File: src/rtl/bounded_undo_redo_history_assert.svh
// Assertion helpers used by the history control block.
// Each macro samples on clk and is disabled while rst_n is low.
`ifndef BOUNDED_UNDO_REDO_HISTORY_ASSERT_SVH
`define BOUNDED_UNDO_REDO_HISTORY_ASSERT_SVH

// Same-cycle implication.
`define BUH_ASSERT_NOW(label, ante, cons, msg) \
  label: assert property (@(posedge clk) disable iff (!rst_n) (ante) |-> (cons)) \
    else $error(msg);

// Next-cycle implication.
`define BUH_ASSERT_NEXT(label, ante, cons, msg) \
  label: assert property (@(posedge clk) disable iff (!rst_n) (ante) |=> (cons)) \
    else $error(msg);

`endif

File: src/rtl/buh_pkg.sv
package buh_pkg;

  // Field widths of the transfer payloads.
  localparam int OPCODE_W      = 3;
  localparam int ENTRY_W       = 32;
  localparam int ACTION_W      = 2;
  localparam int UNDO_DEPTH_W  = 7;

  // Default number of history entries.
  localparam int HISTORY_DEPTH_DEF = 64;

  // Operation codes carried by in_opcode.
  typedef enum logic [OPCODE_W-1:0] {
    OP_PUSH_EXEC = 3'd0,
    OP_PUSH_ONLY = 3'd1,
    OP_UNDO      = 3'd2,
    OP_REDO      = 3'd3,
    OP_CLEAR     = 3'd4
  } op_t;

  // Action codes carried by out_action.
  typedef enum logic [ACTION_W-1:0] {
    ACT_NONE   = 2'd0,
    ACT_EXEC   = 2'd1,
    ACT_REVERT = 2'd2
  } action_t;

  // Shift command broadcast to every cell of the history row.
  typedef enum logic [3:0] {
    SH_HOLD = 4'b0001,
    SH_PUSH = 4'b0010,
    SH_UNDO = 4'b0100,
    SH_REDO = 4'b1000
  } shift_t;

endpackage

File: src/rtl/buh_cell.sv
module buh_cell (
  input  logic                          clk,
  input  buh_pkg::shift_t               shift,
  input  logic [buh_pkg::ENTRY_W-1:0]   l_prev,
  input  logic [buh_pkg::ENTRY_W-1:0]   l_next,
  input  logic [buh_pkg::ENTRY_W-1:0]   r_prev,
  input  logic [buh_pkg::ENTRY_W-1:0]   r_next,
  output logic [buh_pkg::ENTRY_W-1:0]   l_q,
  output logic [buh_pkg::ENTRY_W-1:0]   r_q
);
  import buh_pkg::*;

  // The undo slot holds one entry below the cursor; the redo slot one above it.
  logic [ENTRY_W-1:0] l_r, l_nxt;
  logic [ENTRY_W-1:0] r_r, r_nxt;

  // Push and redo move the undo side away from the cursor, undo moves it back.
  always_comb begin
    l_nxt = l_r;
    r_nxt = r_r;
    case (shift)
      SH_PUSH: begin
        l_nxt = l_prev;
      end
      SH_UNDO: begin
        l_nxt = l_next;
        r_nxt = r_prev;
      end
      SH_REDO: begin
        l_nxt = l_prev;
        r_nxt = r_next;
      end
      default: begin
        l_nxt = l_r;
        r_nxt = r_r;
      end
    endcase
  end

  // Payload only, no reset needed.
  always_ff @(posedge clk) begin
    l_r <= l_nxt;
    r_r <= r_nxt;
  end

  assign l_q = l_r;
  assign r_q = r_r;

endmodule

File: config.mk
export PLATFORM = sky130hd
export DESIGN_NAME = buh_cell
export DESIGN_NICKNAME = d
export VERILOG_FILES = /design/src/rtl/bounded_undo_redo_history_assert.svh /design/src/rtl/buh_pkg.sv /design/src/rtl/buh_cell.sv
export SDC_FILE = /design/constraint.sdc
export NUM_CORES = 1
export LEC_CHECK = 0
export BUFFER_PORTS_ARGS = -buffer_cell sky130_fd_sc_hd__buf_2
export CORE_UTILIZATION = 40
export CTS_CLUSTER_SIZE = 16
export DETAILED_ROUTE_END_ITERATION = 10
export HOLD_SLACK_MARGIN = 0.03
export PLACE_DENSITY = 0.78
export SLEW_MARGIN = 10
export SYNTH_ARGS = -nofsm -noshare
export SYNTH_HDL_FRONTEND = slang
export SYNTH_SLANG_ARGS = --single-unit
export TNS_END_PERCENT = 30
File: constraint.sdc
create_clock -name clk -period 4.8 [get_ports clk]
set_input_delay 0.72 -clock clk [delete_from_list [all_inputs] [get_ports clk]]
set_output_delay 0.72 -clock clk [all_outputs]
set_load 0.03 [all_outputs]
Word level (Yosys, flattened, before mapping):

Cells that the tools add are included.

* bits in registers: 64
* output and inout bits: 64
* logic and storage cells: 10

* mux-type cells: 2
* reductions and logical operators: 3
* eq/ne operators: 3

Operators by type and width (number)
* $pmux 32 s2: 2
* $eq 4x2->1 const B: 1
* $eq 4x3->1 const B: 1
* $eq 4x4->1 const B: 1
* $reduce_bool 2->1: 2
* $reduce_or 2->1: 1

Depth between registers and ports, before layout:

* depth after elaboration: 3
* gate-level depth with buffers: 5

Least setup slack after synthesis:

OpenSTA, ideal clock, no wires.

* path kind: input to register
* from: input shift[2]
* to: register r_r[0], in the netlist r_q[0], enable pin
* cell stages on the path: 2
* path buffers: 0
* arrival: 3290 ps
* library setup time: 468 ps
* setup slack: 1042 ps
* cells stage by stage: xor2_1 nor3b_1

* word-level cells in the longest chain between the ends: 2

RTL lines
* start, declared: RTL line buh_cell.sv:3 `input buh_pkg::shift_t shift,`
* $eq 4x4->1 or $eq 4x3->1 (tied branches): RTL line buh_cell.sv:21 `case (shift)`
* $reduce_bool 2->1 (no line) *
* end signal, assigned: RTL line buh_cell.sv:43 `r_r <= r_nxt;`
* end, declared: RTL line buh_cell.sv:15 `logic [ENTRY_W-1:0] r_r, r_nxt;`

Mark *: on every way between the ends. The rest lies on a longest branch, timed or not.
A chain may end at the register's enable or synchronous reset.

Worst setup path in the final report:

* from: input shift[1]
* to: register l_r[22], in the netlist l_q[22], data pin

* word-level cells in the longest chain between the ends: 3

RTL lines
* $eq 4x4->1 or $eq 4x2->1 (tied branches): RTL line buh_cell.sv:21
* $reduce_or 2->1 (no line)
* $pmux 32 s2 *: RTL line buh_cell.sv:21
* via l_nxt[22]: RTL line buh_cell.sv:14 `logic [ENTRY_W-1:0] l_r, l_nxt;`
* end signal, assigned: RTL line buh_cell.sv:42 `l_r <= l_nxt;`
* end, declared: RTL line buh_cell.sv:14

The timed path passes the listed nets; every way through them passes the cells marked *.

==> flow_summary.ini <==
[worst_hold_path]
hold_start = l_prev[16]
whs_endpoint = l_q[16]
hold_depth = 2
hp-class = primary input to flip-flop

[routing]
finalWirelength_um = 6585
wire_per_inst_um = 14.73
drt_iter0_markers = 19
firstDrtPassIters = 2
vias = 1996
avgViaCountPerCell = 4.465
postRouteAntennaNets = 0
drc = 0

[place]
place_ws_ps = 2231
numPortBuffers = 196
place_area_um2 = 3956
gp_congestion = 0.6869
dpl.cell_count = 431

[global_route]
antenna_found_initial = 0
grt_pass1_vias = 2065
grt_max_degree = 33
busiest_layer = met2
use_met1_pct = 20.29
met2_usage_pct = 29.92
use_met3_pct = 4.834
grt_usage_pct = 17.48
grt_overflow = 0
grt_pass1_wl_um = 9632

[synth]
synth-seq-area-share_pct = 66.24
synthTopCellsByArea = edfxtp_1 66%, mux2_4 16%, mux2_2 13%
synth-edff-count = 64
synthArstFlopShare_pct = 0
synth_area_leader_cell = edfxtp_1
synth_compound_area_share_pct = 0.3450
postSynthCellCount = 143
synth_fa_ha_area_share_pct = 0
syn_avg_cell_area_um2 = 20.29
syn_nets = 276
synth_cell_types = 13
synth_common_cells = 64 x edfxtp_1, 34 x mux2_2, 30 x mux2_4
synth_area_um2 = 2902
muxShareOfSynthArea_pct = 28.72
synth_top_family_by_area = multiplexers
synth_simple_gate_area_share_pct = 1.121
ys_ff_latch = 64
synth_xor_area_share_pct = 0.6037
synth_most_common_cell = edfxtp_1
synth_top_flop_cell = edfxtp_1
yosysWarnings = 0
synth_top_area_share_pct = 66.24

[die]
initial_core_util_pct = 42.01
fp.dieH_um = 87.17
core-area_um2 = 6907
row_count = 30
die-area_um2 = 7599
ioPinCount = 197
die_w_um = 87.17

[power_and_ir_drop]
p_leak_nw = 1.895
total_power_mw = 1.372
intPower_mw = 1.016
power_density_nw_per_um2 = 331.1
power.switching_mw = 0.3551
seq_power_share_pct = 49.4
vdd_drop_max_mv = 0.1615
power.share.combinational_pct = 19.4
swShare_pct = 25.89
pwr-share-clk_pct = 31.1

[layout]
drive_above_1_share_pct = 80.06
fin_area_um2 = 4143
n_antenna_cell = 0
fillCellCount = 567
multi_input_area_um2 = 910.9
regArea_um2 = 1922
synthToLayoutAreaGrowth_pct = 42.78
final_cells = 447
nets = 479

[cts]
htreeDepth = 3
cts-root-buf = clkbuf_8
post_cts_buffers = 0
clk_path_buf_depth = 2
ctsResizeCount = 0
cts_sinks = 64
numCtsBuffers = 9
cts_tree = yes
clk_pin_slew_ps = 70
cts_hold_buf = 0

[timing]
drv_slew = 0
hold_viol_final = 0
rsz0062_at_grt = no
slew_headroom_pct = 34.68
finalSetupViolCount = 0
setup_ws_ps = 2571
setup_tns_ps = 0
timing.final.crit_share_pct = 46.44
max_freq_mhz = 448.6
period_needed_ps = 2229
tightest_slew_ps = 979.8

[critical_path]
cp_slowest_cell = or3_2
crit_path_max_fanout = 32
crit_type = primary input to flip-flop
critPathLaunchType = primary input
cp-end-kind = flip-flop
path_cells = buf_2, xnor2_1, or3_2, mux2_4
slowest_delay_ps = 840
cp_data_required_time_ps = 4870
cp_data_arrival_time_ps = 2300

[job]
cap_violations = 0

[run_status]
status = finished, final reports clean
## registers in the layout (all words and copies together) (netlist names)
signal / count
r_q: 32
l_q: 32
## power groups by stage
stage                     combinational [mW]  clock (mW)  sequential [mW]
final                                  0.266       0.427            0.678
after global routing                   0.283       0.476            0.683
after CTS                              0.269       0.444            0.679
after detailed placement               0.269           0            0.690
after global placement                 0.263           0            0.689
after floorplan                       0.0771           0            0.780
## cell usage in the layout, fill, tap and decap left out
cell type,synthesis,routed
or3_2,0,1
clkbuf_8,0,9
nor4b_4,0,1
mux2_4,30,30
nor2_2,0,1
o21ai_0,2,2
clkinv_1,0,2
clkinv_2,0,2
xnor2_1,1,1
bufinv_16,0,1
clkinvlp_4,0,2
xor2_1,1,1
edfxtp_1,64,64
nor3b_2,0,1
mux2_2,34,34
buf_4,0,3
buf_2,3,196
## metal layers
metal | vias to the layer above | routed length (um)
met2 | 127 | 3333
met1 | 898 | 2525
met4 | 0 | 59
met3 | 5 | 666
li1 | 966 | -
met5 | - | 0
## critical path, delay by kind of cell
kind                      cells  cell delay, ps
xor gates and xnor gates      1             130
buffers and inverters         1             140
muxes                         1             450
and+or+nand+nor               1             840
## layout make-up
cell class	instances	share of cell area (%)
Tap cell	96	2.899
Clock inverter	7	1.510
Clock buffer	9	2.990
Timing Repair Buffer	199	24.22
Multi-Input combinational cell	72	21.99
Sequential cell	64	46.39
## cell families (layout without fill, tap and decap cells)
group / count (synthesis) / after routing
AOI/OAI and AO/OA: 2 / 2
buffers and inverters: 7 / 215
and+or+nand+nor: 4 / 4
xor gates and xnor gates: 2 / 2
muxes: 64 / 64
DFF: 64 / 64
## per-stage QoR
stage / util (%) / hold slack (ps)
floorplan: - / 937.5
global placement: 57.28 / 1020
detailed placement: 57.28 / 1023
CTS: 59.98 / 666.3
global route: 59.98 / 668.1
finish: 59.98 / 689.0
## how the worst max path moves through the flow
stage | start | to | depth (start not counted)
after floorplan | shift[2] | r_q[0] | 2
after global placement | shift[1] | l_q[21] | 4
after detailed placement | shift[1] | l_q[25] | 4
after CTS | shift[1] | l_q[22] | 4
after global routing | shift[1] | l_q[22] | 4
final | shift[1] | l_q[22] | 4
Power figures use the tool's default switching activity.
