`config.mk`:
```
export PLATFORM = sky130hd
export DESIGN_NAME = buh_ctrl
export DESIGN_NICKNAME = d
export VERILOG_FILES = /design/src/rtl/buh_pkg.sv /design/src/rtl/buh_ctrl.sv
export VERILOG_INCLUDE_DIRS = /design/src /design/src/rtl
export SDC_FILE = /design/constraint.sdc
export NUM_CORES = 1
export LEC_CHECK = 0
export ABC_AREA = 1
export BUFFER_PORTS_ARGS = -buffer_cell sky130_fd_sc_hd__buf_2
export CAP_MARGIN = 0
export CELL_PAD_IN_SITES_DETAIL_PLACEMENT = 0
export CELL_PAD_IN_SITES_GLOBAL_PLACEMENT = 1
export CORE_MARGIN = 4
export CORE_UTILIZATION = 31
export CTS_BUF_LIST = sky130_fd_sc_hd__clkbuf_8
export DETAILED_ROUTE_END_ITERATION = 16
export PLACE_DENSITY_LB_ADDON = 0.1
export SLEW_MARGIN = 20
export SYNTH_ARGS = -nofsm -noshare
export SYNTH_HDL_FRONTEND = slang
export SYNTH_SLANG_ARGS = --single-unit
export TNS_END_PERCENT = 5
```
`constraint.sdc`:
```
create_clock -name clk -period 2.4 [get_ports clk]
set_input_delay 0.12 -clock clk [delete_from_list [all_inputs] [get_ports clk]]
set_output_delay 0.12 -clock clk [all_outputs]
set_load 0.01 [all_outputs]
```
`src/rtl/bounded_undo_redo_history_assert.svh`:
```
// Assertion helpers used by the history control block.
// Each macro samples on clk and is disabled while rst_n is low.
`ifndef BOUNDED_UNDO_REDO_HISTORY_ASSERT_SVH
`define BOUNDED_UNDO_REDO_HISTORY_ASSERT_SVH

// Same-cycle implication.
`define BUH_ASSERT_NOW(label, ante, cons, msg) \
  label: assert property (@(posedge clk) disable iff (!rst_n) (ante) |-> (cons)) \
    else $error(msg);

// Next-cycle implication.
`define BUH_ASSERT_NEXT(label, ante, cons, msg) \
  label: assert property (@(posedge clk) disable iff (!rst_n) (ante) |=> (cons)) \
    else $error(msg);

`endif

```
`src/rtl/buh_pkg.sv`:
```
package buh_pkg;

  // Field widths of the transfer payloads.
  localparam int OPCODE_W      = 3;
  localparam int ENTRY_W       = 32;
  localparam int ACTION_W      = 2;
  localparam int UNDO_DEPTH_W  = 7;

  // Default number of history entries.
  localparam int HISTORY_DEPTH_DEF = 64;

  // Operation codes carried by in_opcode.
  typedef enum logic [OPCODE_W-1:0] {
    OP_PUSH_EXEC = 3'd0,
    OP_PUSH_ONLY = 3'd1,
    OP_UNDO      = 3'd2,
    OP_REDO      = 3'd3,
    OP_CLEAR     = 3'd4
  } op_t;

  // Action codes carried by out_action.
  typedef enum logic [ACTION_W-1:0] {
    ACT_NONE   = 2'd0,
    ACT_EXEC   = 2'd1,
    ACT_REVERT = 2'd2
  } action_t;

  // Shift command broadcast to every cell of the history row.
  typedef enum logic [3:0] {
    SH_HOLD = 4'b0001,
    SH_PUSH = 4'b0010,
    SH_UNDO = 4'b0100,
    SH_REDO = 4'b1000
  } shift_t;

endpackage

```
`src/rtl/buh_ctrl.sv`:
```
`include "bounded_undo_redo_history_assert.svh"

module buh_ctrl #(
  parameter int HISTORY_DEPTH = buh_pkg::HISTORY_DEPTH_DEF
) (
  input  logic                              clk,
  input  logic                              rst_n,
  input  logic                              in_valid,
  output logic                              in_stall,
  input  logic [buh_pkg::OPCODE_W-1:0]      in_opcode,
  input  logic [buh_pkg::ENTRY_W-1:0]       in_entry_handle,
  input  logic [buh_pkg::ENTRY_W-1:0]       head_l,
  input  logic [buh_pkg::ENTRY_W-1:0]       head_r,
  output buh_pkg::shift_t                   shift,
  output logic                              out_valid,
  input  logic                              out_stall,
  output logic                              out_accepted,
  output logic [buh_pkg::ACTION_W-1:0]      out_action,
  output logic [buh_pkg::ENTRY_W-1:0]       out_entry_out,
  output logic [buh_pkg::UNDO_DEPTH_W-1:0]  out_undo_depth
);
  import buh_pkg::*;

  localparam int CNT_W = $clog2(HISTORY_DEPTH + 1);
  localparam logic [CNT_W-1:0] FULL_CNT = CNT_W'(HISTORY_DEPTH);
  localparam logic [CNT_W-1:0] ONE_CNT  = CNT_W'(1);

  // Cursor and count of valid entries.
  logic [CNT_W-1:0] pos_r, pos_nxt;
  logic [CNT_W-1:0] lim_r, lim_nxt;

  // Result register.
  logic                    out_valid_r, out_valid_nxt;
  logic                    acc_r, acc_nxt;
  action_t                 act_r, act_nxt;
  logic [ENTRY_W-1:0]      ent_r, ent_nxt;
  logic [UNDO_DEPTH_W-1:0] depth_r;

  logic    xfer_in;
  shift_t  shift_op;

  // A new item enters whenever the result register is free or drains this cycle.
  assign in_stall = out_valid_r & out_stall;
  assign xfer_in  = in_valid & ~in_stall;

  // Decode the operation against the current cursor and limit.
  always_comb begin
    pos_nxt  = pos_r;
    lim_nxt  = lim_r;
    acc_nxt  = 1'b0;
    act_nxt  = ACT_NONE;
    ent_nxt  = '0;
    shift_op = SH_HOLD;
    case (op_t'(in_opcode))
      OP_PUSH_EXEC, OP_PUSH_ONLY: begin
        shift_op = SH_PUSH;
        pos_nxt  = (pos_r == FULL_CNT) ? pos_r : pos_r + ONE_CNT;
        lim_nxt  = pos_nxt;
        acc_nxt  = 1'b1;
        if (op_t'(in_opcode) == OP_PUSH_EXEC) begin
          act_nxt = ACT_EXEC;
          ent_nxt = in_entry_handle;
        end
      end
      OP_UNDO: begin
        if (pos_r != '0) begin
          shift_op = SH_UNDO;
          pos_nxt  = pos_r - ONE_CNT;
          acc_nxt  = 1'b1;
          act_nxt  = ACT_REVERT;
          ent_nxt  = head_l;
        end
      end
      OP_REDO: begin
        if (pos_r != lim_r) begin
          shift_op = SH_REDO;
          pos_nxt  = pos_r + ONE_CNT;
          acc_nxt  = 1'b1;
          act_nxt  = ACT_EXEC;
          ent_nxt  = head_r;
        end
      end
      OP_CLEAR: begin
        pos_nxt = '0;
        lim_nxt = '0;
        acc_nxt = 1'b1;
      end
      default: begin
        pos_nxt = pos_r;
      end
    endcase
  end

  // The cell row moves only on an input transfer.
  assign shift = xfer_in ? shift_op : SH_HOLD;

  // Result valid stays up while stalled and drops once taken, unless a new item enters.
  assign out_valid_nxt = xfer_in | (out_valid_r & out_stall);

  // Control registers.
  always_ff @(posedge clk) begin
    if (!rst_n) begin
      pos_r       <= '0;
      lim_r       <= '0;
      out_valid_r <= 1'b0;
    end else begin
      out_valid_r <= out_valid_nxt;
      if (xfer_in) begin
        pos_r <= pos_nxt;
        lim_r <= lim_nxt;
      end
    end
  end

  // Result payload loads only on an input transfer.
  always_ff @(posedge clk) begin
    if (xfer_in) begin
      acc_r   <= acc_nxt;
      act_r   <= act_nxt;
      ent_r   <= ent_nxt;
      depth_r <= UNDO_DEPTH_W'(pos_nxt);
    end
  end

  assign out_valid      = out_valid_r;
  assign out_accepted   = acc_r;
  assign out_action     = act_r;
  assign out_entry_out  = ent_r;
  assign out_undo_depth = depth_r;

  // Checks on cursor bookkeeping and result coding.
  `BUH_ASSERT_NOW(a_pos_le_lim, 1'b1, pos_r <= lim_r, "cursor above redo limit")
  `BUH_ASSERT_NOW(a_lim_le_depth, 1'b1, lim_r <= FULL_CNT, "redo limit above depth")
  `BUH_ASSERT_NEXT(a_undo_steps, xfer_in && shift_op == SH_UNDO,
    pos_r == $past(pos_r) - ONE_CNT, "undo did not step cursor back")
  `BUH_ASSERT_NOW(a_action_accepted, out_valid_r && act_r != ACT_NONE, acc_r,
    "action reported on a rejected operation")

endmodule
```
# After elaboration in Yosys (flattened, before gate mapping)
# Index checks and enable logic that the tools add are counted.
# W data, S select, Z words.
dict set report word_totals {
  reg_bits 57
  latchBits 0
  mem_bits_rw 0
  romBits 0
  out_inout_bits 48
  elab_cells 45
  n_memories 0
}
dict set report op_classes {
  add_sub_neg 2
  multipliers 0
  div 0
  magnitude_cmp 0
  eq_ne 6
  shift 0
  n_mux 20
  bitwise 4
  reduce_logical 6
}
# op count
set ops {}
lappend ops {{$mux W32} 3}
lappend ops {{$pmux W32 S3} 1}
lappend ops {{$pmux W7 S4} 1}
lappend ops {{$mux W7} 3}
lappend ops {{$pmux W7 S2} 1}
lappend ops {{$pmux W4 S3} 1}
lappend ops {{$mux W4} 2}
lappend ops {{$add A7 B1 Y7 const B} 1}
lappend ops {{$eq A7 B7 Y1 const B} 1}
lappend ops {{$ne A7 B7 Y1} 1}
lappend ops {{$reduce_bool A7 Y1} 1}
lappend ops {{$sub A7 B1 Y7 const B} 1}
lappend ops {{$eq A3 B2 Y1 const B} 2}
lappend ops {{$pmux W2 S3} 1}
lappend ops {{$mux W1} 4}
lappend ops {{$eq A3 B1 Y1 const B} 1}
lappend ops {{$eq A3 B3 Y1 const B} 1}
lappend ops {{$logic_not A3 Y1} 1}
lappend ops {{$mux W3} 1}
lappend ops {{$pmux W1 S3} 1}
lappend ops {{$reduce_or A3 Y1} 1}
lappend ops {{$and A1 B1 Y1} 2}
lappend ops {{$mux W2} 1}
lappend ops {{$reduce_and A2 Y1} 1}
lappend ops {{other kinds (4)} 4}

# Logic depth before layout (Yosys ltp)
# Gate-level depths: netlist of run 1.
dict set report logic_depth {
  depth_word 4
  ltp_mapped 14
  depth_no_buf 13
}

# Worst setup path after synthesis of run 1
# OpenSTA, ideal clock, no wires.
dict set report synth_timing {
  path_kind {register to output}
  start {register out_valid_r (netlist: out_valid)}
  end {output port shift[0]}
  arrival_ns 2.408
  required_ns 2.280
  slack_ns -0.128
  path_stages_with_launch 6
  path_cell_list {dfxtp_1 -> nand2_1 -> inv_1 -> nor2_1 -> clkbuf_1 -> nand4_1}
}
dict set report synth_via {
  elab_chain_len 4
}
# item line
set synth_lines {}
lappend synth_lines {{from (decl)} buh_ctrl.sv:33} ;# logic out_valid_r, out_valid_nxt;
lappend synth_lines {{from (signal assigned)} buh_ctrl.sv:107} ;# out_valid_r <= out_valid_nxt;
lappend synth_lines {{$and A1 B1 Y1} buh_ctrl.sv:43} ;# assign in_stall = out_valid_r & out_stall;
lappend synth_lines {{via in_stall} buh_ctrl.sv:9} ;# output logic in_stall,
lappend synth_lines {{$not A1 Y1} buh_ctrl.sv:44} ;# assign xfer_in = in_valid & ~in_stall;
lappend synth_lines {{$and A1 B1 Y1} buh_ctrl.sv:44}
lappend synth_lines {{via xfer_in} buh_ctrl.sv:39} ;# logic xfer_in;
lappend synth_lines {{$mux W4} buh_ctrl.sv:95} ;# assign shift = xfer_in ? shift_op : SH_HOLD;
lappend synth_lines {{to (decl)} buh_ctrl.sv:14} ;# output buh_pkg::shift_t shift,
# The timed path passes the listed nets, and every way through them passes these cells.

# Worst setup path in the final report of run 1
dict set report layout_timing {
  start {register pos_r[1]}
  end {register pos_r[5]}
}
dict set report layout_via {
  elab_chain_len 3
  word_cells_on_any_way 9
}
# item line
set layout_lines {}
lappend layout_lines {{from (decl)} buh_ctrl.sv:29} ;# logic [CNT_W-1:0] pos_r, pos_nxt;
lappend layout_lines {{from (signal assigned)} buh_ctrl.sv:109} ;# pos_r <= pos_nxt;
lappend layout_lines {{$add A7 B1 Y7, or another cell as far along} {buh_ctrl.sv:57, buh_ctrl.sv:77}}
lappend layout_lines {{$mux W7, on equally long branches} {buh_ctrl.sv:75, buh_ctrl.sv:57, buh_ctrl.sv:66}}
lappend layout_lines {{$pmux W7 S4 *} buh_ctrl.sv:54} ;# case (op_t'(in_opcode))
# Mark *: on every way between the ends. The rest lies on a longest branch, timed or not.
# A chain may end at the register's enable or synchronous reset.

==> results.sh, run 1 <==
export IMPL_power_density_nw_per_um2=594
export IMPL_hold_viol_final=0
export IMPL_seq_area_frac_synth_pct=45.7
export IMPL_crit_type="reg -> reg"
export IMPL_cts_setup_buffers=0
export IMPL_maxCapViolCount=0
export IMPL_finalNetCount=695
export IMPL_hp_class="in -> reg"
export IMPL_rows=38
export IMPL_die_h_um=113
export IMPL_via_per_inst=4.72
export IMPL_cts_path_max_buffers=2
export IMPL_fin_crit_sh_pct=83.2
export IMPL_first_global_vias=3443
export IMPL_clk_latency_ps=340
export IMPL_cts_tree="built"
export IMPL_max_freq_ghz=0.501
export IMPL_clkTransAtPathRegs_ps=70
export IMPL_postLayoutCoreUtil_pct=41.2
export IMPL_synth_area_leaders="edfxtp_1, nand2_1, nand3_1, dfxtp_1, nand2_2"
export IMPL_cts_htree_levels=3
export IMPL_wl_per_cell_um=15.4
export IMPL_portBuffers=150
export IMPL_intPower_mw=1.84
export IMPL_cts_resized=0
export IMPL_critPathCaptureType="flop"
export IMPL_core_area_sq_um=10800
export IMPL_route_detailed_drc=0
export IMPL_synth_cell_types=30
export IMPL_fin_tns_setup_ps=0
export IMPL_place_congestion=0.849
export IMPL_hold_buffers=0
export IMPL_antenna_cells=0
export IMPL_comb_power_share_pct=23.3
export IMPL_seqPwrFrac_pct=44.6
export IMPL_grt_total_usage_pct=17.8
export IMPL_crit_required_ps=2680
export IMPL_synth_fp_nets=545
export IMPL_start_util_pct=31.5
export IMPL_fp_dieW_um=113
export IMPL_drive_gt1_share_pct=35.3
export IMPL_cts_root_buf="clkbuf_8"
export IMPL_num_vias=3466
export IMPL_ir_drop_mv=0.297
export IMPL_yosysWarnings=0
export IMPL_rsz0062_at_grt="no"
export IMPL_finClkSkew_ps=9.56
export IMPL_leakagePower_nw=2.17
export IMPL_slew_viol_final=0
export IMPL_drt_first_pass_iters=4
export IMPL_drt_wl_total_um=11300
export IMPL_io_pins=151
export IMPL_worst_setup_path_start_kind="flop"
export IMPL_cts_sinks=57
export IMPL_cts_made_buffers=9
export IMPL_outcome="finished clean"
export IMPL_dp_hpwl_um=8350
export IMPL_clockPowerShare_pct=32.1
export IMPL_setup_viol=0
export IMPL_syn_inst=440
export IMPL_yosysTopAreaCell="edfxtp_1"
export IMPL_synth_top_area_share_pct=36.9
export IMPL_postSynthAreaPerCell_sq_um=7.77
export IMPL_grt_pass1_wl_um=17900
export IMPL_switchingPower_mw=0.814
export IMPL_die_area_sq_um=12800
export IMPL_tightest_slew_ps=617
export IMPL_antenna_left=0
export IMPL_synth_seq_cells=57
export IMPL_period_needed_ps=2000
export IMPL_drt_iter0_drc=189
export IMPL_grt_ovfl_total=0
export IMPL_cp_data_arrival_time_ps=2280
export IMPL_antenna_found_initial=0
export IMPL_sw_frac_of_total_pct=30.7
export IMPL_synthesis_area_sq_um=3420
export IMPL_slew_limit_headroom_pct=58.6
export IMPL_cp_max_fo=35
export IMPL_grt_max_degree=47
export IMPL_area_delta_synth_final_pct=30.5
[layout make-up]
class                           count  area (sq um)
Tap cell                          140           175
Multi-Input combinational cell    327          1590
Inverter                           41           165
Timing Repair Buffer              154           793
Clock buffer                        9           124
Sequential cell                    57          1560
Clock inverter                      7          55.1
Fill cell                        1180          6380
[worst paths after layout]
| path | from | endpoint | slack [ps] | cells past startpoint |
|---|---|---|---|---|
| max | pos_r[1]$_SDFFE_PN0P_ | pos_r[5]$_SDFFE_PN0P_ | 400 | 13 |
| min | out_stall | out_valid$_SDFF_PN0_ | 40 | 3 |
| max reg2reg | pos_r[1]$_SDFFE_PN0P_ | pos_r[5]$_SDFFE_PN0P_ | 400 | 13 |
| min reg2reg | out_valid$_SDFF_PN0_ | out_valid$_SDFF_PN0_ | 480 | 2 |
[cells in the mapped netlist]
library cell / number
nand2_1: 160
nand3_1: 72
edfxtp_1: 42
inv_1: 31
nand2_2: 19
a21oi_1: 16
dfxtp_1: 15
nor2_1: 15
nand4_1: 13
o21ai_0: 6
buf_2: 5
buf_6: 5
inv_2: 5
nor2_4: 5
inv_4: 4
nand2_4: 4
buf_4: 3
o21ai_1: 3
xor2_1: 3
clkbuf_1: 2
ha_1: 2
nor2_2: 2
a21oi_2: 1
a31oi_1: 1
and2_1: 1
clkinv_2: 1
nor2_8: 1
nor3_4: 1
o21bai_1: 1
xnor2_1: 1
[placed cells by master (no fill, tap or decap)]
cell type	n
inv_4	4
inv_1	33
a21oi_2	1
nor3_4	1
a31oi_1	1
clkbuf_8	9
o21ai_0	6
nand2_1	160
xor2_1	3
nor2_4	6
a21oi_1	16
nand4_1	13
nand2_4	4
nand3_1	72
dfxtp_1	15
o21ai_1	3
nor2_2	2
and2_1	1
nor2_1	14
buf_2	150
o21bai_1	1
bufinv_16	1
clkinv_1	2
clkinv_2	3
nand2_2	19
inv_2	5
edfxtp_1	42
buf_12	1
nor2_8	1
buf_4	3
ha_1	2
xnor2_1	1
[logic make-up after synthesis]
| logic type | Yosys count | synth area share (%) |
|---|---|---|
| adders and majority gates | 2 | 0.732 |
| DFF | 57 | 45.7 |
| and+or+nand+nor | 293 | 40.2 |
| AOI/OAI and AO/OA | 28 | 4.32 |
| xor gates and xnor gates | 4 | 1.02 |
| buffers and inverters | 56 | 8.09 |
[per-stage QoR]
| stage | setup WS [ps] | power (mW) | instance area (sq um) | hold WS (ps) | std cells |
|---|---|---|---|---|---|
| after global placement | 427 | 1.83 | 4280 | 387 | 719 |
| final | 403 | 2.65 | 4460 | 36.4 | 735 |
| after CTS | 386 | 2.69 | 4460 | 24.7 | 735 |
| after floorplan | 609 | 1.58 | 3420 | 275 | 440 |
| after detailed placement | 408 | 1.83 | 4280 | 396 | 719 |
| after global routing | 176 | 2.81 | 4460 | 48.9 | 735 |
[registers in the layout, indices dropped and copies added (netlist names)]
register,flops
pos_r,7
out_valid,1
out_entry_out,32
out_accepted,1
out_action,2
out_undo_depth,7
lim_r,7
[power groups by stage]
stage,clock (mW),combinational (mW),sequential [mW]
4_1_cts,0.884,0.627,1.18
3_5_place_dp,0,0.624,1.20
5_1_grt,0.930,0.692,1.19
6_report,0.849,0.618,1.18
3_3_place_gp,0,0.629,1.20
2_1_floorplan,0,0.353,1.23
[worst max-delay path, cell delays in order, from the launching register on]
cell and delay (ps):
dfxtp_1 480, inv_2 130, ha_1 240, nand2_1 120, nor2_4 60, nand2_2 130
nand2_4 80, inv_4 300, nand2_1 90, nand2_1 80, inv_1 50, nand4_1 80
nand2_1 50, inv_1 40
[routing by layer]
metal | routed length [um] | up-vias | global-route usage (%) | share of wire (%)
li1 | - | 1752 | - | -
met1 | 5050 | 1591 | 22.7 | 45
met2 | 5300 | 111 | 29.8 | 47
met3 | 784 | 12 | 3.58 | 6.9
met4 | 145 | 0 | 6.57 | 1.3
met5 | 0 | - | 0 | 0
Power figures use the tool's default switching activity.
==> run 2: changes to the inputs <==
--- a/config.mk
+++ b/config.mk
@@ -12,7 +12,7 @@
 export CELL_PAD_IN_SITES_DETAIL_PLACEMENT = 0
 export CELL_PAD_IN_SITES_GLOBAL_PLACEMENT = 1
 export CORE_MARGIN = 4
-export CORE_UTILIZATION = 31
+export CORE_UTILIZATION = 34
 export CTS_BUF_LIST = sky130_fd_sc_hd__clkbuf_8
 export DETAILED_ROUTE_END_ITERATION = 16
 export PLACE_DENSITY_LB_ADDON = 0.1
==> constraint.sdc (replaced) <==
create_clock -name clk -period 1.85 [get_ports clk]
set_input_delay 0.0925 -clock clk [delete_from_list [all_inputs] [get_ports clk]]
set_output_delay 0.0925 -clock clk [all_outputs]
set_load 0.01 [all_outputs]
==> results.sh, run 2 (same netlist as run 1, synthesis figures left out) <==
export IMPL_hold_viol_final=0
export IMPL_rsz0062_at_grt="no"
export IMPL_regToRegEndpoint="out_entry_out[4]$_DFFE_PP_"
export IMPL_crit_type="reg -> out"
export IMPL_fin_tns_setup_ps=0
export IMPL_leakagePower_nw=2.27
export IMPL_outcome="finished clean"
export IMPL_ir_drop_mv=0.302
export IMPL_antenna_found_initial=0
export IMPL_slew_limit_headroom_pct=46.1
export IMPL_hold_start="out_stall"
export IMPL_instances_no_fill=750
export IMPL_dp_hpwl_um=8790
export IMPL_finClkSkew_ps=8.12
export IMPL_holdWs_ps=17.2
export IMPL_portBuffers=150
export IMPL_whs_path_depth=3
export IMPL_fin_crit_sh_pct=94.6
export IMPL_die_area_sq_um=11700
export IMPL_reg2reg_from="pos_r[1]$_SDFFE_PN0P_"
export IMPL_path_buf_inv=2
export IMPL_io_pins=151
export IMPL_placedCellCount=729
export IMPL_place_congestion=0.849
export IMPL_maxCapViolCount=0
export IMPL_area_delta_synth_final_pct=36.4
export IMPL_antenna_cells=0
export IMPL_cts_htree_levels=3
export IMPL_final_cell_mix="nand2_1, buf_2, nand3_1"
export IMPL_largest_reg_flops=32
export IMPL_start_util_pct=35.0
export IMPL_cts_tree="built"
export IMPL_final_common_cell="nand2_1"
export IMPL_route_detailed_drc=0
export IMPL_crit_family="simple AND/OR/NAND/NOR gates"
export IMPL_clkTransAtPathRegs_ps=70
export IMPL_grt_total_usage_pct=19.2
export IMPL_ff2ff_path_depth=10
export IMPL_grt_ovfl_total=0
export IMPL_crit_required_ps=1760
export IMPL_max_freq_ghz=0.572
export IMPL_path_common_cell="buf_4"
export IMPL_cts_made_buffers=9
export IMPL_worst_setup_path_start_kind="flop"
export IMPL_grt_pass1_wl_um=17200
export IMPL_min_to="out_valid$_SDFF_PN0_"
export IMPL_tightest_slew_ps=803
export IMPL_cts_root_buf="clkbuf_8"
export IMPL_period_needed_ps=1750
export IMPL_first_global_vias=3331
export IMPL_cts_sinks=57
export IMPL_antenna_left=0
export IMPL_r2r_setup_slack_ps=130
export IMPL_crit_start="pos_r[0]$_SDFFE_PN0P_"
export IMPL_drive_gt1_share_pct=40.0
export IMPL_die_h_um=108
export IMPL_finalNetCount=717
export IMPL_via_per_inst=4.81
export IMPL_power_density_nw_per_um2=734
export IMPL_core_area_sq_um=9770
export IMPL_total_power_mw=3.43
export IMPL_cp_max_fo=6
export IMPL_slew_viol_final=0
export IMPL_rows=36
export IMPL_hp_class="in -> reg"
export IMPL_grt_max_degree=38
export IMPL_cts_path_max_buffers=2
export IMPL_drt_first_pass_iters=4
export IMPL_slowest_delay_ps=400
export IMPL_postLayoutCoreUtil_pct=47.7
export IMPL_fill_cells=1022
export IMPL_wl_per_cell_um=15.5
export IMPL_cpMaxStageDelayCell="dfxtp_1"
export IMPL_hold_buffers=0
export IMPL_drt_wl_total_um=11600
export IMPL_cp_num_cells=8
export IMPL_drt_iter0_drc=207
export IMPL_cp_data_arrival_time_ps=1660
export IMPL_crit_chain="nand2_1 > nand2_2 > nand2_4 > nor2_8 > buf_4 > nand3_1 > nand4_1 > buf_4"
export IMPL_critPathCaptureType="output pin"
export IMPL_fp_dieW_um=108
export IMPL_clk_latency_ps=340
export IMPL_setup_viol=0
export IMPL_num_vias=3606
[run 2: cell types whose count changed in the layout (fill, tap and decap cells not counted), sizes merged]
cell      delta
buf         +22
clkinvlp     +2
bufinv       -1
inv          -1
[run 2: through the flow]
stage                     setup WS (ps)  cell area (sq um)
after floorplan                    65.6               3420
after global placement             38.8               4420
after detailed placement           24.8               4420
after CTS                          1.84               4600
after global routing               4.55               4660
final                               100               4660
[run 2: final cells by class]
| cell class | count | area (sq um) | share of cell area [%] |
|---|---|---|---|
| clock buffer | 9 | 124 | 2.66 |
| timing repair buffer | 176 | 973 | 20.9 |
| sequential | 57 | 1580 | 33.9 |
| clock inverter | 7 | 38.8 | 0.832 |
| multi-input combinational | 327 | 1610 | 34.5 |
| tap | 133 | 166 | 3.57 |
| inverter | 41 | 173 | 3.70 |
[run 2: how the worst max path moves through the flow]
stage / end / slack, ps
CTS: shift[0] / 2
floorplan: pos_r[0]$_SDFFE_PN0P_ / 70
global route: shift[0] / 5
global placement: out_undo_depth[3]$_DFFE_PP_ / 40
detailed placement: out_entry_out[4]$_DFFE_PP_ / 20
finish: shift[0] / 100
[run 2: worst min-delay path, stage by stage]
cell and delay (ps):
buf_2 90, nand2_1 60, a21oi_1 60
[run 2: per-layer routing]
metal	vias to the layer above	global-route usage [%]	share of wire (%)
met5	-	0	0
met4	0	6.04	2.4
met3	20	5.19	9.2
met2	162	32.1	47
met1	1631	24.1	42
li1	1793	-	-
[run 2: power by group]
part / switching (mW) / total, mW / leakage [nW] / internal (mW)
Combinational: 0.540 / 0.909 / 1.64 / 0.369
Clock: 0.517 / 0.987 / 0.0860 / 0.470
Sequential: 0.0430 / 1.53 / 0.551 / 1.49
[run 2: timing repair]
action	CTS	global route
buffers inserted	2	3
pin swaps	2	3
setup endpoints to repair	1	39
gates resized for setup	3	18
==> run 3: changes to the inputs <==
--- a/config.mk
+++ b/config.mk
@@ -11,6 +11,7 @@
 export CAP_MARGIN = 0
 export CELL_PAD_IN_SITES_DETAIL_PLACEMENT = 0
 export CELL_PAD_IN_SITES_GLOBAL_PLACEMENT = 1
+export CORE_ASPECT_RATIO = 1.4
 export CORE_MARGIN = 4
 export CORE_UTILIZATION = 34
 export CTS_BUF_LIST = sky130_fd_sc_hd__clkbuf_8
==> results.sh, run 3 (same netlist as run 1, synthesis figures left out) <==
export IMPL_cts_sinks=57
export IMPL_critPathCaptureType="output pin"
export IMPL_drt_iter0_drc=172
export IMPL_clk_latency_ps=350
export IMPL_place_congestion=0.900
export IMPL_grt_max_degree=43
export IMPL_hold_viol_final=0
export IMPL_io_pins=151
export IMPL_cts_path_max_buffers=2
export IMPL_antenna_cells=0
export IMPL_portBuffers=150
export IMPL_cts_tree="built"
export IMPL_grt_pass1_wl_um=17700
export IMPL_fin_crit_sh_pct=93.6
export IMPL_drt_first_pass_iters=4
export IMPL_power_density_nw_per_um2=770
export IMPL_clkTransAtPathRegs_ps=70
export IMPL_ir_drop_mv=0.303
export IMPL_largest_reg_flops=32
export IMPL_tightest_slew_ps=719
export IMPL_grt_ovfl_total=0
export IMPL_finalNetCount=712
export IMPL_crit_required_ps=1760
export IMPL_antenna_found_initial=0
export IMPL_leakagePower_nw=2.26
export IMPL_drive_gt1_share_pct=38.9
export IMPL_final_cell_mix="nand2_1, buf_2, nand3_1"
export IMPL_slew_viol_final=0
export IMPL_antenna_left=0
export IMPL_num_vias=3580
export IMPL_fin_tns_setup_ps=0
export IMPL_wl_per_cell_um=15.6
export IMPL_rows=43
export IMPL_cp_max_fo=8
export IMPL_cts_made_buffers=9
export IMPL_crit_type="reg -> out"
export IMPL_fill_cells=1027
export IMPL_area_delta_synth_final_pct=36.8
export IMPL_holdWs_ps=17.4
export IMPL_fp_dieW_um=92.8
export IMPL_maxCapViolCount=0
export IMPL_max_freq_ghz=0.578
export IMPL_cts_root_buf="clkbuf_8"
export IMPL_die_h_um=127
export IMPL_die_area_sq_um=11700
export IMPL_finClkSkew_ps=6.06
export IMPL_via_per_inst=4.79
export IMPL_total_power_mw=3.60
export IMPL_final_common_cell="nand2_1"
export IMPL_grt_total_usage_pct=19.4
export IMPL_cp_data_arrival_time_ps=1640
export IMPL_drt_wl_total_um=11700
export IMPL_setup_viol=0
export IMPL_cts_htree_levels=3
export IMPL_dp_hpwl_um=9000
export IMPL_postLayoutCoreUtil_pct=47.5
export IMPL_period_needed_ps=1730
export IMPL_start_util_pct=34.7
export IMPL_worst_setup_path_start_kind="flop"
export IMPL_hp_class="in -> reg"
export IMPL_route_detailed_drc=0
export IMPL_first_global_vias=3482
export IMPL_slew_limit_headroom_pct=51.7
export IMPL_core_area_sq_um=9850
export IMPL_outcome="finished clean"
-- run 3: path summary, 6_finish.rpt --
path              slack [ps]  cells past startpoint                  start                          to
setup / recovery         120                      9  pos_r[0]$_SDFFE_PN0P_                    shift[3]
setup reg to reg         140                     10  pos_r[0]$_SDFFE_PN0P_  out_entry_out[6]$_DFFE_PP_
hold / removal            20                      3              head_r[4]  out_entry_out[4]$_DFFE_PP_
hold reg to reg          480                      2  lim_r[6]$_SDFFE_PN0P_       lim_r[6]$_SDFFE_PN0P_
-- run 3: per-layer routing --
| metal | GRT usage (%) | vias up | routed length (um) |
|---|---|---|---|
| met5 | 0 | - | 0 |
| met4 | 11.4 | 0 | 451 |
| met3 | 3.26 | 32 | 770 |
| met2 | 34.3 | 148 | 6000 |
| met1 | 21.6 | 1616 | 4430 |
| li1 | - | 1784 | - |
-- run 3: timing repair --
item,in CTS,in global routing
cloned,0,0
hold buffers,1,0
endpoints found under the hold margin,1,0
pin swaps,0,2
gates resized for setup,3,9
endpoints found under the setup margin,2,37
setup buffers,0,2
-- run 3: critical path, cell delays in order (launching register included) --
cell and delay [ps]:
dfxtp_2 340, inv_2 120, nand2_1 70, nand2_1 140, nand2_4 90, nor2_8 180
nand2_4 60, nand2_4 90, nor2_1 50, buf_2 150
-- run 3: final cells by class --
class	instances	area, sq um	area share [%]
tap	135	169	3.61
inverter	41	168	3.58
sequential	57	1570	33.5
multi-input combinational	327	1610	34.5
clock inverter	6	58.8	1.26
timing repair buffer	171	961	20.5
clock buffer	10	138	2.94
-- run 3: report_power, final --
| part | leakage, nW | switching, mW | internal (mW) |
|---|---|---|---|
| Clock | 0.0995 | 0.535 | 0.648 |
| Combinational | 1.61 | 0.535 | 0.352 |
| Sequential | 0.549 | 0.0438 | 1.49 |
| Total | 2.26 | 1.11 | 2.49 |
-- run 3: metrics by stage --
stage               setup WS [ps]  cells  cell area, sq um
finish                        119    747              4680
detailed placement           60.0    728              4420
global placement              106    728              4420
global route                -1.04    747              4680
floorplan                    65.6    440              3420
CTS                          21.1    745              4640
